File: src/rtl/sst_pkg.sv
// Shared types and codes for the sorted set table.
package sst_pkg;

  typedef enum logic [1:0] {
    ST_DONE    = 2'd0,
    ST_PRESENT = 2'd1,
    ST_ABSENT  = 2'd2,
    ST_FULL    = 2'd3
  } status_t;

  typedef enum logic {
    ACT_INSERT = 1'b0,
    ACT_REMOVE = 1'b1
  } action_t;

endpackage

File: src/rtl/sst_if.sv
// Request and response channel interfaces of the sorted set table.
interface sst_req_if #(
  parameter int VALUE_WIDTH = 32
);
  logic                          valid;
  logic                          ready;
  logic                          action;
  logic signed [VALUE_WIDTH-1:0] value;

  modport source (output valid, action, value, input ready);
  modport sink   (input valid, action, value, output ready);
endinterface

interface sst_rsp_if #(
  parameter int VALUE_WIDTH = 32,
  parameter int COUNT_WIDTH = 5
);
  logic                          valid;
  logic                          ready;
  logic [1:0]                    status;
  logic [COUNT_WIDTH-1:0]        entry_count;
  logic signed [VALUE_WIDTH-1:0] smallest;
  logic signed [VALUE_WIDTH-1:0] largest;

  modport source (output valid, status, entry_count, smallest, largest, input ready);
  modport sink   (input valid, status, entry_count, smallest, largest, output ready);
endinterface

File: src/rtl/sorted_set_table_top.sv
// Sorted set table: ascending set of distinct signed values with insert and remove.
//
// A request word on req carries an action (insert or remove) and a value. The
// table answers each request with one response word on rsp: a status (done,
// already present, not present, table full), the count after the operation,
// and the smallest and largest held values (zero when the table is empty).
// Values live in one single-port-write, registered-read memory; a small
// sequencer reuses one signed comparator and the memory port for every step.
// A request passes through: an accept step, a linear lower-bound scan that
// stops at the first entry not below the value (skipped when the table is
// empty), a decide step, a shift of the entries above that position (up for
// an insert, down for a remove), a write of the new value for an insert, and
// a read-back of the smallest and largest entries. A refused request skips
// the shift and the write.
// req.ready is high only while the sequencer is idle. The response sits in an
// output register; the next request is taken while it waits, and the
// sequencer holds at its last step until rsp.ready frees the register. Reset
// empties the table (count zero, no clearing pass) and drops any pending
// response.
module sorted_set_table_top
  import sst_pkg::*;
#(
  parameter int CAPACITY    = 16,
  parameter int VALUE_WIDTH = 32
) (
  input  logic         clk,
  input  logic         rst,
  sst_req_if.sink      req,
  sst_rsp_if.source    rsp
);

  localparam int AW = (CAPACITY > 1) ? $clog2(CAPACITY) : 1;
  localparam int CW = $clog2(CAPACITY + 1);
  localparam logic [CW-1:0] CAP_C = CW'(CAPACITY);

  typedef enum logic [3:0] {
    S_IDLE, S_SCAN, S_DECIDE, S_SHIFT_UP, S_SHIFT_DN,
    S_WRITE_NEW, S_FETCH, S_FETCH_HI, S_FETCH_END
  } state_t;

  state_t                  state;
  logic [CW-1:0]           count;
  logic [CW-1:0]           ptr;
  logic [CW-1:0]           pos;
  action_t                 act;
  logic signed [VALUE_WIDTH-1:0] val;
  logic                    present;
  status_t                 status;
  logic signed [VALUE_WIDTH-1:0] lo;

  logic                    out_valid;
  status_t                 out_status;
  logic [CW-1:0]           out_count;
  logic signed [VALUE_WIDTH-1:0] out_smallest;
  logic signed [VALUE_WIDTH-1:0] out_largest;

  logic [VALUE_WIDTH-1:0]  mem [CAPACITY];
  logic [VALUE_WIDTH-1:0]  rd_data;
  logic [AW-1:0]           mem_ra;
  logic [AW-1:0]           mem_wa;
  logic [VALUE_WIDTH-1:0]  mem_wd;
  logic                    mem_we;

  logic [CW-1:0]           ptr_inc;
  logic [CW-1:0]           ptr_dec;
  logic [CW-1:0]           pos_inc;
  logic [CW-1:0]           count_dec;
  logic                    is_less;
  logic                    out_free;
  logic                    load_out;

  assign ptr_inc   = ptr + 1'b1;
  assign ptr_dec   = ptr - 1'b1;
  assign pos_inc   = pos + 1'b1;
  assign count_dec = count - 1'b1;
  assign is_less   = $signed(rd_data) < val;
  assign out_free  = !out_valid || rsp.ready;
  assign load_out  = (state == S_FETCH_END) && out_free;

  // Memory: one write and one registered read per cycle.
  always_ff @(posedge clk) begin
    if (mem_we) begin
      mem[mem_wa] <= mem_wd;
    end
    rd_data <= mem[mem_ra];
  end

  always_comb begin
    mem_ra = '0;
    mem_we = 1'b0;
    mem_wa = '0;
    mem_wd = rd_data;
    case (state)
      S_SCAN:      mem_ra = ptr[AW-1:0];
      S_DECIDE: begin
        if (act == ACT_INSERT) mem_ra = count_dec[AW-1:0];
        else                   mem_ra = pos_inc[AW-1:0];
      end
      S_SHIFT_UP: begin
        mem_we = 1'b1;
        mem_wa = ptr_inc[AW-1:0];
        mem_ra = ptr_dec[AW-1:0];
      end
      S_SHIFT_DN: begin
        mem_we = 1'b1;
        mem_wa = ptr_dec[AW-1:0];
        mem_ra = ptr_inc[AW-1:0];
      end
      S_WRITE_NEW: begin
        mem_we = 1'b1;
        mem_wa = pos[AW-1:0];
        mem_wd = val;
      end
      S_FETCH_HI, S_FETCH_END: mem_ra = count_dec[AW-1:0];
      default:     mem_ra = '0;
    endcase
  end

  always_ff @(posedge clk) begin
    if (rst) begin
      state     <= S_IDLE;
      count     <= '0;
      out_valid <= 1'b0;
    end else begin
      if (load_out) begin
        out_valid <= 1'b1;
      end else if (rsp.valid && rsp.ready) begin
        out_valid <= 1'b0;
      end
      case (state)
        S_IDLE: begin
          if (req.valid) begin
            act <= action_t'(req.action);
            val <= req.value;
            if (count == '0) begin
              pos     <= '0;
              present <= 1'b0;
              state   <= S_DECIDE;
            end else begin
              ptr   <= CW'(1);
              state <= S_SCAN;
            end
          end
        end
        S_SCAN: begin
          // rd_data holds the entry at ptr-1
          if (is_less) begin
            if (ptr == count) begin
              pos     <= count;
              present <= 1'b0;
              state   <= S_DECIDE;
            end else begin
              ptr <= ptr_inc;
            end
          end else begin
            pos     <= ptr_dec;
            present <= (rd_data == val);
            state   <= S_DECIDE;
          end
        end
        S_DECIDE: begin
          if (act == ACT_INSERT) begin
            if (present) begin
              status <= ST_PRESENT;
              state  <= S_FETCH;
            end else if (count == CAP_C) begin
              status <= ST_FULL;
              state  <= S_FETCH;
            end else begin
              status <= ST_DONE;
              if (pos == count) begin
                state <= S_WRITE_NEW;
              end else begin
                ptr   <= count_dec;
                state <= S_SHIFT_UP;
              end
            end
          end else begin
            if (!present) begin
              status <= ST_ABSENT;
              state  <= S_FETCH;
            end else begin
              status <= ST_DONE;
              if (pos_inc == count) begin
                count <= count_dec;
                state <= S_FETCH;
              end else begin
                ptr   <= pos_inc;
                state <= S_SHIFT_DN;
              end
            end
          end
        end
        S_SHIFT_UP: begin
          if (ptr == pos) state <= S_WRITE_NEW;
          else            ptr   <= ptr_dec;
        end
        S_SHIFT_DN: begin
          if (ptr_inc == count) begin
            count <= count_dec;
            state <= S_FETCH;
          end else begin
            ptr <= ptr_inc;
          end
        end
        S_WRITE_NEW: begin
          count <= count + 1'b1;
          state <= S_FETCH;
        end
        S_FETCH: begin
          state <= S_FETCH_HI;
        end
        S_FETCH_HI: begin
          lo    <= rd_data;
          state <= S_FETCH_END;
        end
        S_FETCH_END: begin
          // hold until the response register is free
          if (out_free) begin
            out_status   <= status;
            out_count    <= count;
            out_smallest <= (count == '0) ? '0 : lo;
            out_largest  <= (count == '0) ? '0 : rd_data;
            state        <= S_IDLE;
          end
        end
        default: state <= S_IDLE;
      endcase
    end
  end

  assign req.ready       = (state == S_IDLE);
  assign rsp.valid       = out_valid;
  assign rsp.status      = out_status;
  assign rsp.entry_count = out_count;
  assign rsp.smallest    = out_smallest;
  assign rsp.largest     = out_largest;

  a_count_bound: assert property (@(posedge clk) disable iff (rst)
    count <= CAP_C)
    else $error("held count exceeds capacity");

  a_empty_zero: assert property (@(posedge clk) disable iff (rst)
    (out_valid && out_count == '0) |-> (out_smallest == '0 && out_largest == '0))
    else $error("empty table reports nonzero bounds");

  a_order: assert property (@(posedge clk) disable iff (rst)
    (out_valid && out_count != '0) |-> (out_smallest <= out_largest))
    else $error("smallest above largest");

  a_full: assert property (@(posedge clk) disable iff (rst)
    (out_valid && out_status == ST_FULL) |-> (out_count == CAP_C))
    else $error("full status with room left");

  a_busy: assert property (@(posedge clk) disable iff (rst)
    (req.valid && req.ready) |=> !req.ready)
    else $error("sequencer idle right after accept");

endmodule
File: src/flat_wrapper.sv
// flat-port wrapper written by rule: the top's interface ports become plain ports
module sorted_set_table_top_flat import sst_pkg::*;
#(
  parameter int CAPACITY    = 16,
  parameter int VALUE_WIDTH = 32
)
  (clk, rst, req_valid, req_action, req_value, req_ready, rsp_valid, rsp_status, rsp_entry_count, rsp_smallest, rsp_largest, rsp_ready);
  sst_req_if #(.VALUE_WIDTH(VALUE_WIDTH)) req_i ();
  sst_rsp_if #(.VALUE_WIDTH(VALUE_WIDTH)) rsp_i ();
  input  logic clk;
  input  logic rst;
  input wire logic [$bits(req_i.valid)-1:0] req_valid;
  input wire logic [$bits(req_i.action)-1:0] req_action;
  input wire logic [$bits(req_i.value)-1:0] req_value;
  output wire logic [$bits(req_i.ready)-1:0] req_ready;
  output wire logic [$bits(rsp_i.valid)-1:0] rsp_valid;
  output wire logic [$bits(rsp_i.status)-1:0] rsp_status;
  output wire logic [$bits(rsp_i.entry_count)-1:0] rsp_entry_count;
  output wire logic [$bits(rsp_i.smallest)-1:0] rsp_smallest;
  output wire logic [$bits(rsp_i.largest)-1:0] rsp_largest;
  input wire logic [$bits(rsp_i.ready)-1:0] rsp_ready;
  assign req_i.valid = req_valid;
  assign req_i.action = req_action;
  assign req_i.value = req_value;
  assign req_ready = req_i.ready;
  assign rsp_valid = rsp_i.valid;
  assign rsp_status = rsp_i.status;
  assign rsp_entry_count = rsp_i.entry_count;
  assign rsp_smallest = rsp_i.smallest;
  assign rsp_largest = rsp_i.largest;
  assign rsp_i.ready = rsp_ready;
  sorted_set_table_top #(.CAPACITY(CAPACITY), .VALUE_WIDTH(VALUE_WIDTH)) u_core (.clk(clk), .rst(rst), .req(req_i), .rsp(rsp_i));
endmodule
File: config.mk
export PLATFORM = sky130hd
export DESIGN_NAME = sorted_set_table_top_flat
export DESIGN_NICKNAME = d
export VERILOG_FILES = /design/src/rtl/sst_pkg.sv /design/src/rtl/sst_if.sv /design/src/rtl/sorted_set_table_top.sv /design/src/flat_wrapper.sv
export SDC_FILE = /design/constraint.sdc
export NUM_CORES = 1
export LEC_CHECK = 0
export BUFFER_PORTS_ARGS = -buffer_cell sky130_fd_sc_hd__buf_2
export CAP_MARGIN = 10
export CORE_ASPECT_RATIO = 0.5
export CORE_MARGIN = 2
export CORE_UTILIZATION = 40
export DETAILED_ROUTE_END_ITERATION = 16
export REMOVE_ABC_BUFFERS = 1
export SLEW_MARGIN = 20
export SYNTH_ARGS = -nofsm -noshare
export SYNTH_HDL_FRONTEND = slang
export SYNTH_SLANG_ARGS = --single-unit
File: constraint.sdc
create_clock -name clk -period 21.8 [get_ports clk]
set_input_delay 2.18 -clock clk [delete_from_list [all_inputs] [get_ports clk]]
set_output_delay 2.18 -clock clk [all_outputs]
set_load 0.02 [all_outputs]
== Word-level counts from Yosys, hierarchy flattened ==
Memory sizes are Yosys's and may differ from the RTL's. A register that Yosys moved wholly into a read port is not among the register bits.
Cells that the tools add are included.
Word-level totals
  bits in latches: 0
  memory bits (writable): 512
  bits in read-only memories: 0
  memories: 1
  input bits: 37
  word-level logic and storage cells: 131
  flip-flop bits (word level): 159
Operators by class
  multiply operators: 0
  equality and inequality tests: 34
  $add $sub $neg: 5
  multiplexer cells: 55
  divide/modulo/power cells: 0
  $lt $le $gt $ge: 1
  shift operators: 0
  bitwise gates (word level): 1
  reduce and logical (&&, ||, !) cells: 20
Memories
  u_core.mem: words 16, bits a word 32, rd ports 1, clocked after memory_dff 1, wr ports 1, line sorted_set_table_top.sv:57  | logic [VALUE_WIDTH-1:0] mem [CAPACITY];
Operator list (count)
  5-bit two-way mux: 20
  4-bit two-way mux: 11
  4-bit one-hot mux with 9 select lines: 1
  32-bit == test: 1
  32-bit less-than comparator: 1
  32-bit two-way mux: 1
  5-bit == test: 5
  5-bit one-hot mux with 5 select lines: 1
  4-bit one-hot mux with 5 select lines: 1
  4-bit by 3-bit == test with 1-bit output, second input constant: 4
  2-bit by 1-bit != test with 1-bit output, second input constant: 8
  5-bit by 1-bit adder with 5-bit output, second input constant: 3
  5-bit one-hot mux with 3 select lines: 1
  5-bit AND reduction: 3
  13-bit AND reduction: 1
  2-bit two-way mux: 6
  4-bit one-hot mux with 3 select lines: 1
  2-bit != test, second input constant: 5
  5-bit one-hot mux with 2 select lines: 1
  5-bit by 1-bit subtractor with 5-bit output, second input constant: 2
  1-bit two-way mux: 9
  3-bit by 2-bit != test with 1-bit output, second input constant: 3
  3-bit != test, second input constant: 3
  4-bit by 2-bit == test with 1-bit output, second input constant: 2
  18 further kinds: 22

== Depth between registers and ports, before layout ==
  depth after elaboration: 6
  depth in mapped cells: 13
  gate-level depth less buffers: 9

== Worst setup path before layout ==
No wires, ideal clock.
  path kind: input to register
  start: input port rst
  end: register u_core.out_count[0] (netlist: u_core.rsp.entry_count[0]), enable pin
  arrival: 7817 ps
  buffers on the path: 2
  stages on the path: 3
  slack: 13381 ps
  required time: 21198 ps
  cell sequence: clkbuf_1 -> clkbuf_1 -> nor3b_1
Between the ends
  longest elaborated chain between the ends: 2
Ends and longest elaborated chain
  start, declared: line flat_wrapper.sv:11  | input logic rst;
  1-bit NOT (no source line)
  3-bit AND reduction (no source line)
  end signal, assigned: line sorted_set_table_top.sv:221  | out_count <= count;
  end, declared: line sorted_set_table_top.sv:53  | logic [CW-1:0] out_count;
Every way passes these cells.
A chain may end at the register's enable or synchronous reset.

== Worst setup path after layout ==
  start: register u_core.state[1]
  end: register u_core.rd_data[30] (read register of u_core.mem)
Between the ends
  longest elaborated chain between the ends: 3
  elaborated cells between the ends (all ways): 8
  those cells by class: eq/ne (6); mux (1); reduce/logical (1)
Ends and longest elaborated chain
  start, declared: line sorted_set_table_top.sv:41  | state_t state;
  start signal, assigned: line sorted_set_table_top.sv:121  | state <= S_IDLE;
  start signal, assigned: line sorted_set_table_top.sv:138  | state <= S_DECIDE;
  start signal, assigned: line sorted_set_table_top.sv:141  | state <= S_SCAN;
  4-bit by 3-bit == test with 1-bit output / 4-bit == test (equally long branches): line sorted_set_table_top.sv:93  | case (state)
  2-bit OR reduction: line sorted_set_table_top.sv:93
  4-bit one-hot mux with 5 select lines (*): line sorted_set_table_top.sv:93
  end, declared: line sorted_set_table_top.sv:58  | logic [VALUE_WIDTH-1:0] rd_data;
Mark *: on every way between the ends. The rest lies on a longest branch, timed or not.

==> flow_metrics.py <==
metrics = {
    "run_status": {
        "status": "completed",
    },
    "placement": {
        "place.gp.congestion": 0.8652,
        "dpl.hpwl_um": 38120,
        "post-place-ws_ns": 17.26,
        "port_buffers": 109,
    },
    "detailed_routing": {
        "drt-total-wl_um": 74000,
        "first_iter_violations": 1800,
        "first_pass_iters": 5,
        "antenna_left": 0,
        "routed-via-count": 18084,
        "route.detailed.drc": 0,
        "wire_per_inst_um": 22.33,
        "vias_per_cell": 5.457,
    },
    "critical_path": {
        "end_kind": "flop",
        "rr_worst_depth": 9,
        "crit_fanout": 81,
        "cp.required_ns": 22.35,
        "r2r-end": "u_core.rd_data[30]",
        "cp.arrival_ns": 5.22,
        "worst-setup-path-type": "flop to flop",
        "rrSetupSlack_ns": 17.13,
        "critPathLaunchType": "flop",
        "reg2reg_from": "u_core.state[1]",
    },
    "synth": {
        "synth_top_family_by_area": "simple AND/OR/NAND/NOR gates",
        "ys_warn_count": 0,
        "synth_cell_type_count": 61,
        "synthXorXnorAreaFrac_pct": 1.066,
        "netlist_area_um2": 28760,
        "postSynthAreaPerCell_um2": 12.86,
        "yosysSeqAreaShare_pct": 71.94,
        "synth_ff_type": "edfxtp_1",
        "synth_fa_ha_area_share_pct": 1.653,
        "synthArstFlopShare_pct": 0,
        "synth_seq_cells": 703,
        "synth_edf_count": 661,
        "synth-compound-area-share_pct": 3.224,
        "synth-simple-area-share_pct": 17.74,
        "syn-instance-count": 2237,
        "synth_mux_area_share_pct": 1.505,
    },
    "cells_and_area": {
        "seqCellArea_um2": 20690,
        "num-fill-cells": 6290,
        "drive_gt1_share_pct": 12.99,
        "layout_common_cells": "edfxtp_1, nand2_1, nand3_1",
        "diodes": 0,
        "layout_commonest_cell": "edfxtp_1",
        "nNetsFinal": 2381,
        "area_delta_synth_final_pct": 12.74,
        "multi_input_area_um2": 7431,
    },
    "timing": {
        "setup_violations": 0,
        "period_share_pct": 21.43,
        "drv_slew": 0,
        "fmax_mhz": 214.1,
        "fin_crit_ns": 4.671,
        "worstMarginPinSlew_ns": 1.036,
        "hold_viol_final": 0,
        "max-slew-margin-rel_pct": 30.95,
        "fin_worst_skew_ns": 0.02955,
        "worst_slack_ns": 17.13,
        "rsz0062_at_grt": "no",
        "setup_tns_ns": 0,
    },
    "clocking": {
        "cts_buffers": 67,
        "cts_tree": "yes",
        "root_buffer": "clkbuf_16",
        "cts_hold_buf": 0,
        "cts_max_level": 3,
        "cts.sinks": 703,
        "cts.path.max_buffers": 3,
        "clk_pin_slew_worst_paths_ns": 0.06,
        "post_cts_resized": 0,
        "post_cts_buffers": 0,
        "clkLatencyLatePin_ns": 0.62,
    },
    "floorplanning": {
        "fp.dieW_um": 383.2,
        "dieArea_um2": 74200,
        "io_pins": 110,
        "initial_core_util_pct": 40.48,
        "die_h_um": 193.6,
        "core_um2": 71050,
        "num_rows": 69,
    },
    "global_routing": {
        "grt_pass1_vias": 16997,
        "grt-ovfl-total": 0,
        "grt_max_degree": 91,
        "grt_pass1_wl_um": 109200,
        "antenna_found_initial": 1,
        "grt.total_usage_pct": 19.59,
    },
    "pwr": {
        "clkPwrFrac_pct": 24.1,
        "ir_worst_vdd_uv": 130.8,
        "cellPowerDensity_nw_per_um2": 145.7,
        "combPwrFrac_pct": 35.7,
        "seqPwrFrac_pct": 40.2,
        "intPower_mw": 2.904,
        "p_switching_mw": 1.821,
        "swShare_pct": 38.54,
        "p_leak_nw": 11.19,
    },
    "min_path": {
        "hold_end": "u_core.rsp.status[0]",
        "hold_depth": 0,
        "hold_class": "flop to flop",
        "min-delay-start": "u_core.status[0]",
    },
    "run": {
        "drv_cap": 0,
    },
}
[Yosys cell counts, types with 15 or more instances]
cell type | number | area [um^2]
edfxtp_1 | 661 | 19850
nand2_1 | 548 | 2057
nand3_1 | 236 | 1181
nand4_1 | 135 | 844.6
clkbuf_1 | 72 | 270.3
nor2b_1 | 69 | 431.7
buf_2 | 63 | 315.3
inv_1 | 43 | 161.4
dfxtp_1 | 42 | 840.8
nor2_1 | 41 | 153.9
ha_1 | 38 | 475.5
a21oi_1 | 36 | 180.2
mux2_2 | 34 | 382.9
a31oi_1 | 33 | 206.5
xnor2_1 | 19 | 166.4
xor2_1 | 16 | 140.1
nor3_1 | 15 | 75.07
[cell families (layout without fill, tap and decap cells)]
kind of cell / count (synthesis) / count (layout)
flip-flops: 703 / 703
adder cells (fa/ha/maj): 38 / 38
buffers and inverters: 191 / 310
multiplexers: 39 / 39
AND/OR/NAND/NOR: 1092 / 1092
AO/OA/AOI/OAI: 139 / 139
XOR/XNOR: 35 / 35
[critical path, stage by stage, from the launching register on]
cell and delay (ns):
dfxtp_1 0.83, or4b_1 0.71, o32ai_2 0.42, or3_4 0.39
buf_4 0.71, buf_4 0.81, nand2_1 0.12, a41oi_1 0.24
nand4_1 0.12, nand3_1 0.09
[power by group through the flow]
stage	logic (mW)	clock network, mW	registers, mW
finish	1.69	1.14	1.90
global route	1.86	1.21	1.91
CTS	1.68	1.16	1.90
detailed placement	1.68	0	1.93
global placement	1.66	0	1.93
floorplan	1.32	0	1.88
[area by class of cell]
| class | instances | area share [%] |
|---|---|---|
| clock buffers | 89 | 5.680 |
| clock inverters | 30 | 0.8180 |
| inverters | 43 | 0.4978 |
| multi-input cells | 1343 | 22.92 |
| flip-flops and latches | 703 | 63.81 |
| well taps | 958 | 3.697 |
| repair buffers | 148 | 2.585 |
[metal layers]
layer	global-route usage [%]	vias to the layer above	wire, um
met3	3.355	117	5599
met4	6.080	0	1925
met2	29.68	696	33470
met5	0	-	0
met1	28.82	8970	33000
li1	-	8301	-
[registers in the layout (all words and copies together) (netlist names), 4 cells and up]
| name | flops |
|---|---|
| u_core.val | 32 |
| u_core.rd_data | 32 |
| u_core.rsp.smallest | 32 |
| u_core.rsp.largest | 32 |
| u_core.state | 4 |
| u_core.mem | 512 |
| u_core.rsp.entry_count | 5 |
| u_core.pos | 5 |
| u_core.lo | 32 |
| u_core.count | 5 |
| u_core.ptr | 5 |
[stage by stage]
step	instance area, um^2	hold slack (ns)	util [%]	power (mW)	std cells
after global placement	30320	0.4082	42.67	3.583	3195
after CTS	32420	0.4197	45.64	4.744	3314
final	32430	0.4194	45.64	4.725	3314
after global routing	32430	0.4361	45.64	4.985	3314
after floorplan	28100	0.4003	-	3.200	2089
after detailed placement	30320	0.4063	42.67	3.605	3195
[worst max path at each step]
stage / start / to / slack (ns) / depth (start not counted)
final: u_core.state[1] / u_core.rd_data[30] / 17.13 / 9
after global routing: u_core.state[2] / u_core.rd_data[30] / 16.82 / 9
after CTS: u_core.state[1] / u_core.rd_data[30] / 17.23 / 9
after detailed placement: u_core.state[1] / u_core.rd_data[30] / 17.26 / 9
after global placement: u_core.state[1] / u_core.rd_data[30] / 17.27 / 9
after floorplan: u_core.count[0] / u_core.rd_data[30] / 7.22 / 9
No activity file was read; power rests on OpenSTA's default activity.
